==> config.mk <==
export PLATFORM = sky130hd
export DESIGN_NAME = sorted_key_table
export DESIGN_NICKNAME = d
export VERILOG_FILES = /design/src/hw/rtl/skt_pkg.sv /design/src/hw/rtl/skt_ram.sv /design/src/hw/rtl/sorted_key_table.sv
export SDC_FILE = /design/constraint.sdc
export NUM_CORES = 2
export LEC_CHECK = 0
export ABC_AREA = 1
export BUFFER_PORTS_ARGS = -buffer_cell sky130_fd_sc_hd__buf_2
export CAP_MARGIN = 20
export CORE_MARGIN = 1
export CORE_UTILIZATION = 65
export DETAILED_ROUTE_END_ITERATION = 8
export PLACE_DENSITY = 0.94
export SLEW_MARGIN = 25
export SYNTH_ARGS = -nofsm -noshare
export SYNTH_HDL_FRONTEND = slang
export SYNTH_SLANG_ARGS = --single-unit
==> constraint.sdc <==
create_clock -name i_clk -period 7.45 [get_ports i_clk]
set_input_delay 0 -clock i_clk [delete_from_list [all_inputs] [get_ports i_clk]]
set_output_delay 0 -clock i_clk [all_outputs]
set_load 0.02 [all_outputs]
==> src/hw/rtl/skt_pkg.sv <==
// Package for the sorted key table: request and response structs, command,
// status and register codes, and default sizes.
// No dependencies; the table and the checker take names from here by scope.
package skt_pkg;

    localparam int CAPACITY_DEF = 64;
    localparam int KEY_BITS_DEF = 32;

    localparam int KIND_W  = 3;
    localparam int KEY_W   = 32;
    localparam int POS_W   = 7;
    localparam int STAT_W  = 3;
    localparam int IDX_W   = 6;
    localparam int VAL_W   = 32;
    localparam int CNT_W   = 7;

    localparam int CFG_IDX_W  = 1;
    localparam int CFG_DATA_W = 1;

    // Command codes
    localparam logic [KIND_W-1:0] KIND_INSERT     = 3'd0;
    localparam logic [KIND_W-1:0] KIND_REMOVE_AT  = 3'd1;
    localparam logic [KIND_W-1:0] KIND_REMOVE_KEY = 3'd2;
    localparam logic [KIND_W-1:0] KIND_FIND       = 3'd3;
    localparam logic [KIND_W-1:0] KIND_READ       = 3'd4;
    localparam logic [KIND_W-1:0] KIND_BEFORE     = 3'd5;
    localparam logic [KIND_W-1:0] KIND_CLEAR      = 3'd6;

    // Status codes
    localparam logic [STAT_W-1:0] ST_OK       = 3'd0;
    localparam logic [STAT_W-1:0] ST_BADPOS   = 3'd1;
    localparam logic [STAT_W-1:0] ST_DUP      = 3'd2;
    localparam logic [STAT_W-1:0] ST_FULL     = 3'd3;
    localparam logic [STAT_W-1:0] ST_NOTFOUND = 3'd4;

    // Configuration register indexes
    localparam logic [CFG_IDX_W-1:0] CFG_KEEP_SORTED = 1'd0;
    localparam logic [CFG_IDX_W-1:0] CFG_ALLOW_DUP   = 1'd1;

    typedef struct packed {
        logic [KIND_W-1:0] kind;
        logic [KEY_W-1:0]  key;
        logic [POS_W-1:0]  position;
    } t_req;

    typedef struct packed {
        logic [STAT_W-1:0] status;
        logic [IDX_W-1:0]  index;
        logic [VAL_W-1:0]  value;
        logic [CNT_W-1:0]  count;
    } t_rsp;

endpackage

==> src/hw/rtl/skt_ram.sv <==
// Generic single-clock RAM: one write port, one read port, registered read.
// No dependencies.
module skt_ram #(
    parameter int WIDTH = 32,
    parameter int DEPTH = 64
) (
    input  logic                     i_clk,
    input  logic                     i_we,
    input  logic [$clog2(DEPTH)-1:0] i_waddr,
    input  logic [WIDTH-1:0]         i_wdata,
    input  logic [$clog2(DEPTH)-1:0] i_raddr,
    output logic [WIDTH-1:0]         o_rdata
);

    logic [WIDTH-1:0] r_mem [DEPTH];
    logic [WIDTH-1:0] r_rdata;

    always_ff @(posedge i_clk) begin
        if (i_we) begin
            r_mem[i_waddr] <= i_wdata;
        end
        r_rdata <= r_mem[i_raddr];
    end

    assign o_rdata = r_rdata;

endmodule

==> src/hw/rtl/sorted_key_table.sv <==
// Sorted key table: up to CAPACITY keys in one RAM with an entry count, driven by
// commands (insert, remove at index, remove key, find, read, entry before key, clear).
// A command is taken when start is high and busy is low; its single response shows on
// o_rsp for exactly one cycle with o_done, and busy drops in that same cycle, so the
// receiver must take it then. Every RAM access goes through one read port and one key
// comparator, one entry per cycle, and that sets the pace of each command: clear, an
// unused code and a bad position finish straight from idle, read at index issues one
// RAM read, a sorted search checks the first and last entries and then halves the range,
// an unsorted search scans the entries in order, and an insert or a remove moves the
// entries after the place one at a time. Depends on skt_pkg and skt_ram.
module sorted_key_table #(
    parameter int CAPACITY = skt_pkg::CAPACITY_DEF,
    parameter int KEY_BITS = skt_pkg::KEY_BITS_DEF
) (
    input  logic                             i_clk,
    input  logic                             i_rst_n,
    input  logic                             start,
    output logic                             busy,
    input  skt_pkg::t_req                    i_req,
    output logic                             o_done,
    output skt_pkg::t_rsp                    o_rsp,
    input  logic                             i_cfg_we,
    input  logic [skt_pkg::CFG_IDX_W-1:0]    i_cfg_index,
    input  logic [skt_pkg::CFG_DATA_W-1:0]   i_cfg_data
);

    localparam int AW = $clog2(CAPACITY);
    localparam int CW = $clog2(CAPACITY + 1);
    localparam int NW = (CW > skt_pkg::POS_W) ? CW : skt_pkg::POS_W;
    localparam int SW = CW + 2;
    localparam logic [CW-1:0] CAP = CW'(CAPACITY);

    typedef enum logic [3:0] {
        S_IDLE,
        S_BS_FIRST,
        S_BS_LAST,
        S_BS_MID,
        S_PLACED,
        S_PCMP,
        S_SCAN,
        S_HIT,
        S_MISS,
        S_SHIFT,
        S_RDV
    } t_state;

    t_state                     r_state, n_state;
    logic                       r_keep_sorted;
    logic                       r_allow_dup;
    logic [CW-1:0]              r_count, n_count;
    logic [skt_pkg::KIND_W-1:0] r_kind, n_kind;
    logic [KEY_BITS-1:0]        r_key, n_key;
    logic [CW-1:0]              r_at, n_at;
    logic [CW-1:0]              r_mid, n_mid;
    logic signed [SW-1:0]       r_low, n_low;
    logic signed [SW-1:0]       r_high, n_high;
    logic [AW-1:0]              r_ptr, n_ptr;
    logic [CW-1:0]              r_left, n_left;
    logic                       r_rd_valid;
    logic [AW-1:0]              r_rd_addr;
    logic                       r_done, n_done;
    skt_pkg::t_rsp              r_rsp, n_rsp;

    logic                       w_rd_issue;
    logic [AW-1:0]              w_rd_addr;
    logic                       w_we;
    logic [AW-1:0]              w_waddr;
    logic [KEY_BITS-1:0]        w_wdata;
    logic [KEY_BITS-1:0]        w_rdata;
    logic                       w_gt;
    logic                       w_eq;
    logic [63:0]                w_key_ext;
    logic signed [SW-1:0]       w_mid_s;
    logic signed [SW-1:0]       w_nl;
    logic signed [SW-1:0]       w_nh;
    logic signed [SW-1:0]       w_sum;
    logic signed [SW-1:0]       w_nmid;

    function automatic logic [skt_pkg::IDX_W-1:0] f_idx(input logic [CW-1:0] v);
        logic [31:0] t;
        t = 32'(v);
        return t[skt_pkg::IDX_W-1:0];
    endfunction

    function automatic logic [skt_pkg::CNT_W-1:0] f_cnt(input logic [CW-1:0] v);
        logic [31:0] t;
        t = 32'(v);
        return t[skt_pkg::CNT_W-1:0];
    endfunction

    function automatic logic [skt_pkg::VAL_W-1:0] f_val(input logic [KEY_BITS-1:0] v);
        logic [63:0] t;
        t = 64'(v);
        return t[skt_pkg::VAL_W-1:0];
    endfunction

    skt_ram #(
        .WIDTH (KEY_BITS),
        .DEPTH (CAPACITY)
    ) u_ram (
        .i_clk   (i_clk),
        .i_we    (w_we),
        .i_waddr (w_waddr),
        .i_wdata (w_wdata),
        .i_raddr (w_rd_addr),
        .o_rdata (w_rdata)
    );

    // Shared comparator: held key against the entry read last cycle
    assign w_gt = r_key > w_rdata;
    assign w_eq = r_key == w_rdata;

    assign w_key_ext = {32'd0, i_req.key};

    // Binary search step: next bounds and midpoint
    assign w_mid_s = $signed({2'b00, r_mid});
    assign w_nl    = w_gt ? (w_mid_s + SW'(1)) : r_low;
    assign w_nh    = w_gt ? r_high : (w_mid_s - SW'(1));
    assign w_sum   = w_nl + w_nh;
    assign w_nmid  = w_sum >>> 1;

    always_comb begin
        n_state    = r_state;
        n_count    = r_count;
        n_kind     = r_kind;
        n_key      = r_key;
        n_at       = r_at;
        n_mid      = r_mid;
        n_low      = r_low;
        n_high     = r_high;
        n_ptr      = r_ptr;
        n_left     = r_left;
        n_done     = 1'b0;
        n_rsp      = '0;
        w_rd_issue = 1'b0;
        w_rd_addr  = r_ptr;
        w_we       = 1'b0;
        w_waddr    = r_rd_addr;
        w_wdata    = w_rdata;

        unique case (r_state)
            S_IDLE: begin
                if (start) begin
                    n_kind = i_req.kind;
                    n_key  = w_key_ext[KEY_BITS-1:0];
                    unique case (i_req.kind)
                        skt_pkg::KIND_INSERT: begin
                            if (r_keep_sorted) begin
                                if (r_count == '0) begin
                                    n_at    = '0;
                                    n_state = S_PLACED;
                                end else begin
                                    w_rd_issue = 1'b1;
                                    w_rd_addr  = '0;
                                    n_state    = S_BS_FIRST;
                                end
                            end else if (NW'(i_req.position) > NW'(r_count)) begin
                                n_done       = 1'b1;
                                n_rsp.status = skt_pkg::ST_BADPOS;
                                n_state      = S_IDLE;
                            end else begin
                                n_at = CW'(i_req.position);
                                if (!r_allow_dup) begin
                                    n_ptr   = '0;
                                    n_left  = r_count;
                                    n_state = S_SCAN;
                                end else begin
                                    n_state = S_MISS;
                                end
                            end
                        end
                        skt_pkg::KIND_REMOVE_AT: begin
                            if (NW'(i_req.position) < NW'(r_count)) begin
                                n_at    = CW'(i_req.position);
                                n_left  = r_count - CW'(i_req.position) - CW'(1);
                                n_ptr   = AW'(i_req.position) + AW'(1);
                                n_state = S_SHIFT;
                            end else begin
                                n_done       = 1'b1;
                                n_rsp.status = skt_pkg::ST_BADPOS;
                            end
                        end
                        skt_pkg::KIND_REMOVE_KEY,
                        skt_pkg::KIND_FIND,
                        skt_pkg::KIND_BEFORE: begin
                            if (r_keep_sorted) begin
                                if (r_count == '0) begin
                                    n_at    = '0;
                                    n_state = S_PLACED;
                                end else begin
                                    w_rd_issue = 1'b1;
                                    w_rd_addr  = '0;
                                    n_state    = S_BS_FIRST;
                                end
                            end else begin
                                n_ptr   = '0;
                                n_left  = r_count;
                                n_state = S_SCAN;
                            end
                        end
                        skt_pkg::KIND_READ: begin
                            if (NW'(i_req.position) < NW'(r_count)) begin
                                n_at       = CW'(i_req.position);
                                w_rd_issue = 1'b1;
                                w_rd_addr  = AW'(i_req.position);
                                n_state    = S_RDV;
                            end else begin
                                n_done       = 1'b1;
                                n_rsp.status = skt_pkg::ST_BADPOS;
                            end
                        end
                        skt_pkg::KIND_CLEAR: begin
                            n_count = '0;
                            n_done  = 1'b1;
                        end
                        default: begin
                            n_done = 1'b1;
                        end
                    endcase
                end
            end

            S_BS_FIRST: begin
                if (!w_gt && !w_eq) begin
                    n_at    = '0;
                    n_state = S_PLACED;
                end else begin
                    w_rd_issue = 1'b1;
                    w_rd_addr  = AW'(r_count - CW'(1));
                    n_state    = S_BS_LAST;
                end
            end

            S_BS_LAST: begin
                if (w_gt) begin
                    n_at    = r_count;
                    n_state = S_PLACED;
                end else begin
                    n_low      = '0;
                    n_high     = $signed({2'b00, r_count}) - SW'(1);
                    n_mid      = (r_count - CW'(1)) >> 1;
                    w_rd_issue = 1'b1;
                    w_rd_addr  = AW'((r_count - CW'(1)) >> 1);
                    n_state    = S_BS_MID;
                end
            end

            S_BS_MID: begin
                if (w_eq) begin
                    n_at    = r_mid;
                    n_state = S_PLACED;
                end else if (w_nl <= w_nh) begin
                    n_low      = w_nl;
                    n_high     = w_nh;
                    n_mid      = w_nmid[CW-1:0];
                    w_rd_issue = 1'b1;
                    w_rd_addr  = w_nmid[AW-1:0];
                end else begin
                    // Search ran out: the place is just past the last probe if the key was above it
                    n_at    = w_gt ? (r_mid + CW'(1)) : r_mid;
                    n_state = S_PLACED;
                end
            end

            S_PLACED: begin
                if (r_at < r_count &&
                    !(r_kind == skt_pkg::KIND_INSERT && r_allow_dup)) begin
                    w_rd_issue = 1'b1;
                    w_rd_addr  = r_at[AW-1:0];
                    n_state    = S_PCMP;
                end else begin
                    n_state = S_MISS;
                end
            end

            S_PCMP: begin
                n_state = w_eq ? S_HIT : S_MISS;
            end

            S_SCAN: begin
                // Compare the entry read last cycle while the next read is in flight
                if (r_rd_valid && w_eq) begin
                    n_at    = CW'(r_rd_addr);
                    n_state = S_HIT;
                end else if (r_left != '0) begin
                    w_rd_issue = 1'b1;
                    w_rd_addr  = r_ptr;
                    n_ptr      = r_ptr + AW'(1);
                    n_left     = r_left - CW'(1);
                end else if (!r_rd_valid) begin
                    n_state = S_MISS;
                end
            end

            S_HIT: begin
                unique case (r_kind)
                    skt_pkg::KIND_INSERT: begin
                        n_done       = 1'b1;
                        n_rsp.status = skt_pkg::ST_DUP;
                        n_state      = S_IDLE;
                    end
                    skt_pkg::KIND_REMOVE_KEY: begin
                        n_left  = r_count - r_at - CW'(1);
                        n_ptr   = r_at[AW-1:0] + AW'(1);
                        n_state = S_SHIFT;
                    end
                    skt_pkg::KIND_FIND: begin
                        n_done      = 1'b1;
                        n_rsp.index = f_idx(r_at);
                        n_rsp.value = f_val(r_key);
                        n_state     = S_IDLE;
                    end
                    skt_pkg::KIND_BEFORE: begin
                        if (r_at == '0) begin
                            n_done       = 1'b1;
                            n_rsp.status = skt_pkg::ST_NOTFOUND;
                            n_state      = S_IDLE;
                        end else begin
                            n_at       = r_at - CW'(1);
                            w_rd_issue = 1'b1;
                            w_rd_addr  = r_at[AW-1:0] - AW'(1);
                            n_state    = S_RDV;
                        end
                    end
                    default: begin
                        n_done  = 1'b1;
                        n_state = S_IDLE;
                    end
                endcase
            end

            S_MISS: begin
                if (r_kind == skt_pkg::KIND_INSERT) begin
                    if (r_count >= CAP) begin
                        n_done       = 1'b1;
                        n_rsp.status = skt_pkg::ST_FULL;
                        n_state      = S_IDLE;
                    end else begin
                        n_left  = r_count - r_at;
                        n_ptr   = AW'(r_count - CW'(1));
                        n_state = S_SHIFT;
                    end
                end else begin
                    n_done       = 1'b1;
                    n_rsp.status = skt_pkg::ST_NOTFOUND;
                    n_state      = S_IDLE;
                end
            end

            S_SHIFT: begin
                // Insert moves entries up from the top down; removes move them down
                if (r_rd_valid) begin
                    w_we    = 1'b1;
                    w_waddr = (r_kind == skt_pkg::KIND_INSERT) ?
                              (r_rd_addr + AW'(1)) : (r_rd_addr - AW'(1));
                    w_wdata = w_rdata;
                end
                if (r_left != '0) begin
                    w_rd_issue = 1'b1;
                    w_rd_addr  = r_ptr;
                    n_ptr      = (r_kind == skt_pkg::KIND_INSERT) ?
                                 (r_ptr - AW'(1)) : (r_ptr + AW'(1));
                    n_left     = r_left - CW'(1);
                end else if (!r_rd_valid) begin
                    n_done      = 1'b1;
                    n_rsp.index = f_idx(r_at);
                    n_state     = S_IDLE;
                    if (r_kind == skt_pkg::KIND_INSERT) begin
                        w_we    = 1'b1;
                        w_waddr = r_at[AW-1:0];
                        w_wdata = r_key;
                        n_count = r_count + CW'(1);
                    end else begin
                        n_count = r_count - CW'(1);
                        if (r_kind == skt_pkg::KIND_REMOVE_KEY) begin
                            n_rsp.value = f_val(r_key);
                        end
                    end
                end
            end

            S_RDV: begin
                n_done      = 1'b1;
                n_rsp.index = f_idx(r_at);
                n_rsp.value = f_val(w_rdata);
                n_state     = S_IDLE;
            end

            default: begin
                n_state = S_IDLE;
            end
        endcase

        n_rsp.count = f_cnt(n_count);
    end

    always_ff @(posedge i_clk) begin
        if (!i_rst_n) begin
            r_state       <= S_IDLE;
            r_count       <= '0;
            r_keep_sorted <= 1'b0;
            r_allow_dup   <= 1'b0;
            r_rd_valid    <= 1'b0;
            r_done        <= 1'b0;
        end else begin
            r_state    <= n_state;
            r_count    <= n_count;
            r_rd_valid <= w_rd_issue;
            r_done     <= n_done;
            if (i_cfg_we) begin
                unique case (i_cfg_index)
                    skt_pkg::CFG_KEEP_SORTED: r_keep_sorted <= i_cfg_data[0];
                    skt_pkg::CFG_ALLOW_DUP:   r_allow_dup   <= i_cfg_data[0];
                endcase
            end
        end
        r_kind    <= n_kind;
        r_key     <= n_key;
        r_at      <= n_at;
        r_mid     <= n_mid;
        r_low     <= n_low;
        r_high    <= n_high;
        r_ptr     <= n_ptr;
        r_left    <= n_left;
        r_rd_addr <= w_rd_addr;
        if (n_done) begin
            r_rsp <= n_rsp;
        end
    end

    assign busy   = (r_state != S_IDLE);
    assign o_done = r_done;
    assign o_rsp  = r_rsp;

endmodule

==> results of run 1 <==
## cells by family after synthesis
kind of cell / synth area share [%]
fa+ha+maj: 1.06
flops: 64.2
simple gates: 20.9
buf+inv: 10.7
compound gates: 2.86
xor+xnor: 0.305
## routing by layer
| metal | overflow | GRT usage, % |
|---|---|---|
| met3 | 16 | 58.7 |
| met2 | 45 | 77.8 |
| met4 | 57 | 61.3 |
| met1 | 4 | 63.5 |
| met5 | 5 | 47.0 |
## metrics by stage
step                      utilization (%)  cell area [sq um]  setup slack (ns)
after CTS                            72.5             115000            0.0359
after floorplan                         -             103000              2.49
after global placement               67.5             107000             0.608
after detailed placement             67.6             107000             0.387
==> flow_metrics.tcl, run 1 <==
set metrics [dict create \
    crit_endpoint "u_ram.o_rdata[22]$_DFF_P_/D" \
    cts.repair.resized 0 \
    synthTopCellsByArea "edfxtp_1 (63%), nand3_1 (9.0%), inv_1 (7.5%)" \
    place_congestion 0.992 \
    status "stopped before the end" \
    initial_utilization_pct 65.4 \
    ys_warn_count 0 \
    yosysMostFrequentCell "edfxtp_1" \
    cts_setup_buffers 0 \
    worst-ep-kind "sequential cell input" \
    first-error "[ERROR GRT-0232] Routing congestion too high. Check the congestion heatmap in the GUI." \
    ys.flop_type "edfxtp_1" \
    antenna_found_initial 79 \
    cts_sinks 2229 \
    die_y_um 401 \
    postCtsHoldBufs 89 \
    yosysTopAreaCell "edfxtp_1" \
    synth-seq-area-share_pct 64.2 \
    async_flop_share_pct 0 \
    netlist.area_leader.share_pct 63.2 \
    die_w_um 401 \
    root_buffer "clkbuf_16" \
    ctsHtreeMaxLevel 4 \
    cts_buffers 211 \
    dpl.hpwl_um 195000 \
    synthCells 10200 \
    synth_commonest_cells "edfxtp_1 (2176), inv_1 (2077), nand3_1 (1851)" \
    failing_step "global routing (5_1_grt)" \
    ys_types 58 \
    synth_nets 10300 \
    syn_avg_cell_area_sq_um 10.2 \
    dpl.cell_count 11900 \
    synth-seq-cells 2229 \
    io_buffers 97 \
    syn_area_sq_um 103000 \
    gr-total-overflow 127 \
    synth-edff-count 2176 \
    io_pins 98 \
    grt_usage_pct 65.9 \
    grt_max_degree 194 \
    cts_buffer_depth 3 \
    num_rows 146 \
]
==> inputs of run 2 (changes only) <==
CORE_UTILIZATION = 40   (was 65)
PLACE_DENSITY = default   (was 0.94)
PLACE_DENSITY_LB_ADDON = 0.15   (was default)
==> run 2 against run 1 <==
The run now ends clean. Synthesized area did not move. Synthesized cell count did not move.
==> flow_metrics.tcl, run 2 <==
set metrics [dict create \
    grt_pass1_vias 72700 \
    area_growth_pct 14.1 \
    wire_per_inst_um 25.9 \
    ys_warn_count 0 \
    place_congestion 0.908 \
    num_rows 186 \
    synthCells 10200 \
    cts_tree "yes" \
    ys.flop_type "edfxtp_1" \
    clk_pin_slew_ns 0.06 \
    drv_slew 0 \
    clk_latency_ns 0.93 \
    cp-end-kind "flop" \
    worstHoldPathType "in -> reg" \
    slew_headroom_pct 20.7 \
    dpl.hpwl_um 209000 \
    die-area_sq_um 261000 \
    cp_num_buf_inv 4 \
    ctsHtreeMaxLevel 4 \
    worst_path_max_delay_cell "dfxtp_1" \
    cts_setup_buffers 0 \
    hold_viol 0 \
    cts_sinks 2229 \
    yosysTopAreaCell "edfxtp_1" \
    period_share_pct 94.2 \
    layout_common_cells "edfxtp_1 (2176), inv_1 (2075), nand3_1 (1845), nand2_1 (1534), nand4_1 (840)" \
    io_pins 98 \
    largest_reg_flops 2048 \
    die_w_um 510 \
    grt_usage_pct 27.2 \
    instances_no_fill 13800 \
    syn_area_sq_um 103000 \
    synth_commonest_cells "edfxtp_1 (2176), inv_1 (2077), nand3_1 (1851)" \
    synth-edff-count 2176 \
    grt_pass1_wl_um 517000 \
    regMostFlops "u_ram.r_mem" \
    fin_crit_ns 7.02 \
    drive_above_1_share_pct 8.95 \
    die_y_um 510 \
    async_flop_share_pct 0 \
    drtAntennaViolNets 0 \
    path_class "reg -> reg" \
    totalWireLength_um 358000 \
    drv_cap 0 \
    layout_commonest_cell "edfxtp_1" \
    initial_utilization_pct 40.3 \
    worstPathRequired_ns 8.26 \
    synth-seq-cells 2229 \
    vias_per_cell 5.57 \
    dr.pass1.iters 6 \
    gr-total-overflow 0 \
    arrival_ns 7.83 \
    critPathMaxFanout 172 \
    netlist.area_leader.share_pct 63.2 \
    dpl.cell_count 13300 \
    critPathMaxStageDelay_ns 0.71 \
    cp_top_family "simple AND/OR/NAND/NOR gates" \
    drt-initial-drc-count 9980 \
    status "finished, final reports clean" \
    vias 77100 \
    synth-seq-area-share_pct 64.2 \
    cts_buffers 240 \
    antenna_found_initial 23 \
    root_buffer "clkbuf_16" \
    num-fill-cells 24000 \
    setup_viol 0 \
    ys_types 58 \
    synth_nets 10300 \
    yosysMostFrequentCell "edfxtp_1" \
    grt_max_degree 173 \
    core_sq_um 257000 \
    layout.nets 10400 \
    max_freq_mhz 142 \
    synthTopCellsByArea "edfxtp_1 (63%), nand3_1 (9.0%), inv_1 (7.5%)" \
    skew_ns 0.0642 \
    cpMostUsedCell "nand2_1" \
    rsz0062_at_grt "no" \
    drc_errors 0 \
    cts_buffer_depth 3 \
    io_buffers 97 \
    fin_setup_tns_ns 0 \
    syn_avg_cell_area_sq_um 10.2 \
    startpoint_type "flop" \
    max_slew.worst_pin.slew_ns 1.19 \
]
[run 2: path summary, 6_finish.rpt]
check / startpoint / endpoint / slack, ns / cells after the start
setup / recovery: u_ram.o_rdata[20]$_DFF_P_ / u_ram.o_rdata[20]$_DFF_P_ / 0.43 / 34
setup reg to reg: u_ram.o_rdata[20]$_DFF_P_ / u_ram.o_rdata[20]$_DFF_P_ / 0.43 / 34
hold / removal: i_cfg_index / r_allow_dup$_SDFFE_PN0P_ / 0.07 / 4
hold reg to reg: r_state[0]$_SDFFE_PN0P_ / r_state[0]$_SDFFE_PN0P_ / 0.54 / 2
[run 2: cells by family after synthesis]
family	share of synthesized area [%]
flops	64.2
xor+xnor	0.305
simple gates	20.9
fa+ha+maj	1.06
compound gates	2.86
buf+inv	10.7
[run 2: metrics by stage]
step                worst slack, ns  hold WS, ns  utilization, %  area, sq um
floorplan                      2.49       0.0976               -       103000
global placement            -0.0504        0.180            42.5       109000
detailed placement          -0.0853        0.178            42.5       109000
CTS                          0.0137      0.00283            45.9       118000
global route                0.00118       0.0677            45.9       118000
finish                        0.431       0.0742            45.9       118000
[run 2: timing repair]
action	CTS	global route
setup endpoints to repair	1	25
hold buffers	88	0
pin swaps	0	0
endpoints found under the hold margin	129	0
resized for setup	1	14
[run 2: layer usage]
metal | GRT usage (%) | vias to the layer above | part of all wire [%]
met1 | 38.6 | 38300 | 43
met2 | 41.9 | 3513 | 45
met5 | 0 | - | 0.0036
li1 | - | 34800 | -
met3 | 4.52 | 503 | 8.6
met4 | 9.89 | 2 | 3.4
[run 2: cell type report]
| type | count | area, sq um | area share (%) |
|---|---|---|---|
| flip-flops and latches | 2229 | 66400 | 56.3 |
| multi-input cells | 5167 | 26900 | 22.8 |
| inverters | 2101 | 7900 | 6.69 |
| clock buffers | 319 | 6510 | 5.52 |
| repair buffers | 495 | 4710 | 3.99 |
| well taps | 3384 | 4230 | 3.59 |
| clock inverters | 140 | 1300 | 1.10 |
| diodes | 9 | 22.5 | 0.0191 |
[run 2: worst min-delay path: cells and delay by family]
| kind | cells | cell delay (ns) |
|---|---|---|
| simple gates | 1 | 0.10 |
| buf+inv | 2 | 0.72 |
| compound gates | 1 | 0.08 |
Power of run 2 is not shown: default switching activity piles up to over one toggle a cycle in this logic, so the estimate is an artifact.
